File: src/met_pkg.sv
// Shared constants, register indexes and control types of the escape-time core.
package met_pkg;

  localparam int COORD_BITS_DEF = 32;
  localparam int FRAC_BITS_DEF  = 28;

  localparam int PIX_W      = 12;
  localparam int SIZE_W     = 13;
  localparam int STEP_W     = 31;
  localparam int CENTER_W   = 32;
  localparam int ITER_W     = 16;
  localparam int CFG_IDX_W  = 3;
  localparam int CFG_DATA_W = 32;

  // (2*pixel - size) and its product with a step
  localparam int DIFF_W = SIZE_W + 1;
  localparam int MAP_W  = DIFF_W + STEP_W + 1;

  localparam logic [CFG_IDX_W-1:0] REG_CENTER_X     = 3'd0;
  localparam logic [CFG_IDX_W-1:0] REG_CENTER_Y     = 3'd1;
  localparam logic [CFG_IDX_W-1:0] REG_STEP_X       = 3'd2;
  localparam logic [CFG_IDX_W-1:0] REG_STEP_Y       = 3'd3;
  localparam logic [CFG_IDX_W-1:0] REG_IMAGE_WIDTH  = 3'd4;
  localparam logic [CFG_IDX_W-1:0] REG_IMAGE_HEIGHT = 3'd5;
  localparam logic [CFG_IDX_W-1:0] REG_ITER_LIMIT   = 3'd6;

  localparam logic signed [CENTER_W-1:0] CENTER_X_RST   = -32'sd134217728;
  localparam logic signed [CENTER_W-1:0] CENTER_Y_RST   = 32'sd0;
  localparam logic [STEP_W-1:0]          STEP_X_RST     = 31'd1006632;
  localparam logic [STEP_W-1:0]          STEP_Y_RST     = 31'd1342177;
  localparam logic [SIZE_W-1:0]          WIDTH_RST      = 13'd800;
  localparam logic [SIZE_W-1:0]          HEIGHT_RST     = 13'd600;
  localparam logic [ITER_W-1:0]          ITER_LIMIT_RST = 16'd1000;

  typedef struct packed {
    logic load_pix;  // capture the pixel word
    logic map_x;     // multiply the column offset
    logic map_y;     // finish cx, multiply the row offset
    logic map_c;     // finish cy, clear z and count
    logic mul;       // register the three products
    logic upd;       // advance z and the count
    logic load_out;  // copy the result to the output register
  } met_cmd_t;

  typedef struct packed {
    logic limit;     // count reached iter_limit
    logic escape;    // |z|^2 above four
  } met_stat_t;

endpackage

File: src/met_ctrl.sv
// Sequencer of the escape-time core: mapping steps, iteration loop, output handshake.
module met_ctrl
  import met_pkg::*;
(
  input  logic      clk,
  input  logic      rst,
  input  logic      s_tvalid,
  output logic      s_tready,
  output logic      m_tvalid,
  input  logic      m_tready,
  input  met_stat_t stat,
  output met_cmd_t  cmd
);

  localparam logic [2:0] ST_IDLE = 3'd0;
  localparam logic [2:0] ST_MAPX = 3'd1;
  localparam logic [2:0] ST_MAPY = 3'd2;
  localparam logic [2:0] ST_MAPC = 3'd3;
  localparam logic [2:0] ST_MUL  = 3'd4;
  localparam logic [2:0] ST_UPD  = 3'd5;
  localparam logic [2:0] ST_DONE = 3'd6;

  logic [2:0] state;
  logic [2:0] state_next;
  logic       out_free;

  assign s_tready = (state == ST_IDLE);
  assign out_free = !m_tvalid || m_tready;

  always_comb begin
    state_next = state;
    cmd        = '0;
    unique case (state)
      ST_IDLE: begin
        if (s_tvalid) begin
          cmd.load_pix = 1'b1;
          state_next   = ST_MAPX;
        end
      end
      ST_MAPX: begin
        cmd.map_x  = 1'b1;
        state_next = ST_MAPY;
      end
      ST_MAPY: begin
        cmd.map_y  = 1'b1;
        state_next = ST_MAPC;
      end
      ST_MAPC: begin
        cmd.map_c  = 1'b1;
        state_next = ST_MUL;
      end
      ST_MUL: begin
        if (stat.limit) begin
          state_next = ST_DONE;
        end else begin
          cmd.mul    = 1'b1;
          state_next = ST_UPD;
        end
      end
      ST_UPD: begin
        if (stat.escape) begin
          state_next = ST_DONE;
        end else begin
          cmd.upd    = 1'b1;
          state_next = ST_MUL;
        end
      end
      ST_DONE: begin
        // hold the result until the output register is free
        if (out_free) begin
          cmd.load_out = 1'b1;
          state_next   = ST_IDLE;
        end
      end
      default: state_next = ST_IDLE;
    endcase
  end

  always_ff @(posedge clk) begin
    if (rst) begin
      state    <= ST_IDLE;
      m_tvalid <= 1'b0;
    end else begin
      state <= state_next;
      if (cmd.load_out) begin
        m_tvalid <= 1'b1;
      end else if (m_tready) begin
        m_tvalid <= 1'b0;
      end
    end
  end

endmodule

File: config.mk
export PLATFORM = sky130hd
export DESIGN_NAME = met_ctrl
export DESIGN_NICKNAME = d
export VERILOG_FILES = /design/src/met_pkg.sv /design/src/met_ctrl.sv
export SDC_FILE = /design/constraint.sdc
export NUM_CORES = 1
export LEC_CHECK = 0
export ABC_AREA = 0
export BUFFER_PORTS_ARGS = -buffer_cell sky130_fd_sc_hd__buf_2
export CAP_MARGIN = 25
export CORE_AREA = 8 8 45 47
export CTS_CLUSTER_SIZE = 8
export DETAILED_ROUTE_END_ITERATION = 8
export DIE_AREA = 0 0 53 55
export SLEW_MARGIN = 20
export SYNTH_ARGS = -nofsm -noshare
export SYNTH_HDL_FRONTEND = slang
export SYNTH_SLANG_ARGS = --single-unit
File: constraint.sdc
create_clock -name clk -period 2.5 [get_ports clk]
set_input_delay 0.125 -clock clk [delete_from_list [all_inputs] [get_ports clk]]
set_output_delay 0.125 -clock clk [all_outputs]
set_load 0.03 [all_outputs]
==> flow_summary.toml <==
[run_status]
status = "finished clean"

[layout]
fin_nets = 53
num-fill-cells = 158
diodes = 0
multi_input_area_um2 = 184
seq_area_um2 = 80.1
syn_to_final_growth_pct = 26.1
drive_gt1_frac = 0.511
final_cell_area_um2 = 380
final_util = 0.275

[floorplan]
initial_utilization = 0.218
placementRows = 14
core_um2 = 1380
die_h_um = 55
dieArea_um2 = 2920
io_pins = 15
die_x_um = 53

[timing]
tns_ns = 0
fin_crit_ns = 1.50
hold_viol_final = 0
clock_skew_ns = 0.000841
slew_viol_final = 0
holdWs_ns = 0.121
tightest_slew_ns = 0.448
setup_viol = 0
clock.fmax_mhz = 667
grt_setup_unrepaired = "false"
finalCritPeriodShare = 0.599
slew_headroom = 0.701

[clock_tree]
root_buffer = "clkbuf_4"
cts_tree = "built"
clkLatencyLatePin_ns = 0.24
path_clk_slew_ns = 0.04
clk_path_buf_depth = 2
postCtsHoldBufs = 0
clock-sinks = 4
post_cts_buffers = 0
htree_levels = 1
numCtsBuffers = 3
cts.repair.resized = 0

[critical_path]
cp.arrival_ns = 1.37
r2r-start = "state[2]"
cp_top_family = "flip-flops"
cp_num_cells = 3
max_stage_delay_ns = 0.57
r2r_end = "state[2]"
cp-endpoint = "cmd[1]"
critical_path_class = "flip-flop to output port"
reg2reg_setup_slack_ns = 1.34
rr_worst_depth = 2
crit_chain = "nor2b_1 -> and3b_1 -> buf_2"
crit_path_start = "state[2]"
required_ns = 2.38
crit_fanout = 13
path_buf_inv = 1
cp_slowest_cell = "dfxtp_1"
end_kind = "output port"
cp-start-kind = "flip-flop"

[yosys]
muxShareOfSynthArea = 0
yosys_warnings = 0
synthSimpleGateAreaFrac = 0.448
synth_top_family_by_area = "simple AND/OR/NAND/NOR gates"
ys_ff_latch = 4
synth_compound_area_frac = 0.162
synthAdderAreaFrac = 0
synth.yosys.seq_area_share = 0.266
syn_avg_cell_area_um2 = 9.73
syn-cell-area_um2 = 302
synth_xor_area_frac = 0
netlist_instances = 31
synthesis.nets = 37
yosysUniqueCellTypes = 21

[place]
placed_cell_area_um2 = 358
placement.io_buffers = 14
place.detailed.hpwl_um = 531
gp_congestion = 0.775

[grt]
grt_pass1_vias = 262
grt_usage = 0.0552
grt_pass1_wl_um = 1160
antenna_found_initial = 0
grt_max_degree = 15
overflow = 0

[job]
drv_cap = 0

[detailed_routing]
vias = 271
drt_iter0_drc = 12
avgViaCountPerCell = 4.44
firstDrtPassIters = 4
wl_um = 715
routedWlPerCell_um = 11.7
antenna_left = 0
drc = 0

[pwr]
power_density_nw_per_um2 = 610
p_leak_nw = 0.183
ir_worst_vdd_uv = 248

[hold_path]
worst_hold_path_type = "primary input to flip-flop"
-- layer usage --
metal,track usage,part of all wire
met1,0.0531,0.41
met2,0.0840,0.47
met3,0.0455,0.11
met4,0.0259,0
met5,0,0
-- Yosys cell counts --
| library cell | instances | share of area |
|---|---|---|
| o21ai_0 | 1 | 0.017 |
| buf_6 | 3 | 0.11 |
| a21oi_1 | 1 | 0.017 |
| nor2_1 | 1 | 0.012 |
| a22o_1 | 1 | 0.029 |
| and4b_1 | 1 | 0.033 |
| nand3b_1 | 1 | 0.025 |
| o31ai_2 | 1 | 0.041 |
| and2_1 | 1 | 0.021 |
| and3_1 | 1 | 0.021 |
| and3b_1 | 2 | 0.058 |
| a211oi_1 | 1 | 0.025 |
| nor4b_2 | 1 | 0.050 |
| inv_1 | 1 | 0.012 |
| dfxtp_1 | 4 | 0.27 |
| nor2b_1 | 2 | 0.041 |
| nand3_1 | 1 | 0.017 |
| o21ai_1 | 2 | 0.033 |
| nor3b_2 | 2 | 0.083 |
| nand2b_1 | 1 | 0.021 |
| nor3_2 | 2 | 0.066 |
-- how the worst min path moves through the flow --
stage                     endpoint  from  cells after the start  slack, ns
final                     m_tvalid   rst                      2       0.12
after global routing      state[0]   rst                      2       0.12
after CTS                 m_tvalid   rst                      2       0.12
after detailed placement  state[0]   rst                      2       0.37
after global placement    state[0]   rst                      2       0.37
after floorplan           m_tvalid   rst                      1       0.19
-- logic make-up after synthesis --
logic type	count (synthesis)
buffers and inverters	4
AOI/OAI and AO/OA	7
and+or+nand+nor	16
DFF	4
-- cell type report --
| type | instances | area share |
|---|---|---|
| clock buffer | 3 | 0.0592 |
| inverter | 1 | 0.00987 |
| tap | 16 | 0.0526 |
| sequential | 4 | 0.211 |
| multi-input combinational | 23 | 0.484 |
| timing repair buffer | 14 | 0.184 |
-- cells in the final DEF, fill, tap and decap left out, drive strengths merged --
master / netlist / routed
a211oi: 1 / 1
a21oi: 1 / 1
a22o: 1 / 1
and2: 1 / 1
and3: 1 / 1
and3b: 2 / 2
and4b: 1 / 1
buf: 3 / 14
clkbuf: 0 / 3
dfxtp: 4 / 4
inv: 1 / 1
nand2b: 1 / 1
nand3: 1 / 1
nand3b: 1 / 1
nor2: 1 / 1
nor2b: 2 / 2
nor3: 2 / 2
nor3b: 2 / 2
nor4b: 1 / 1
o21ai: 3 / 3
o31ai: 1 / 1
-- state kept, by name, indices dropped and copies added (netlist names) --
name      count
m_tvalid      1
state         3
-- report_power, final --
| part | switching, W | internal (W) | total, W |
|---|---|---|---|
| clock network | 0.0000306 | 0.0000540 | 0.0000846 |
| registers | 0.0000158 | 0.0000689 | 0.0000847 |
| logic | 0.0000368 | 0.0000260 | 0.0000628 |
| total | 0.0000832 | 0.000149 | 0.000232 |
-- worst register-to-register path, delay by kind of cell (launching register included) --
kind / cells / cell delay [ns]
flops: 1 / 0.57
compound gates: 1 / 0.22
simple gates: 1 / 0.26
-- through the flow --
stage,std cells,setup slack (ns),power [W]
floorplan,31,1.08,0.000138
global placement,58,1.28,0.000149
detailed placement,58,1.24,0.000150
CTS,61,0.981,0.000237
global route,61,0.909,0.000246
finish,61,1.00,0.000232
Power figures use the tool's default switching activity.
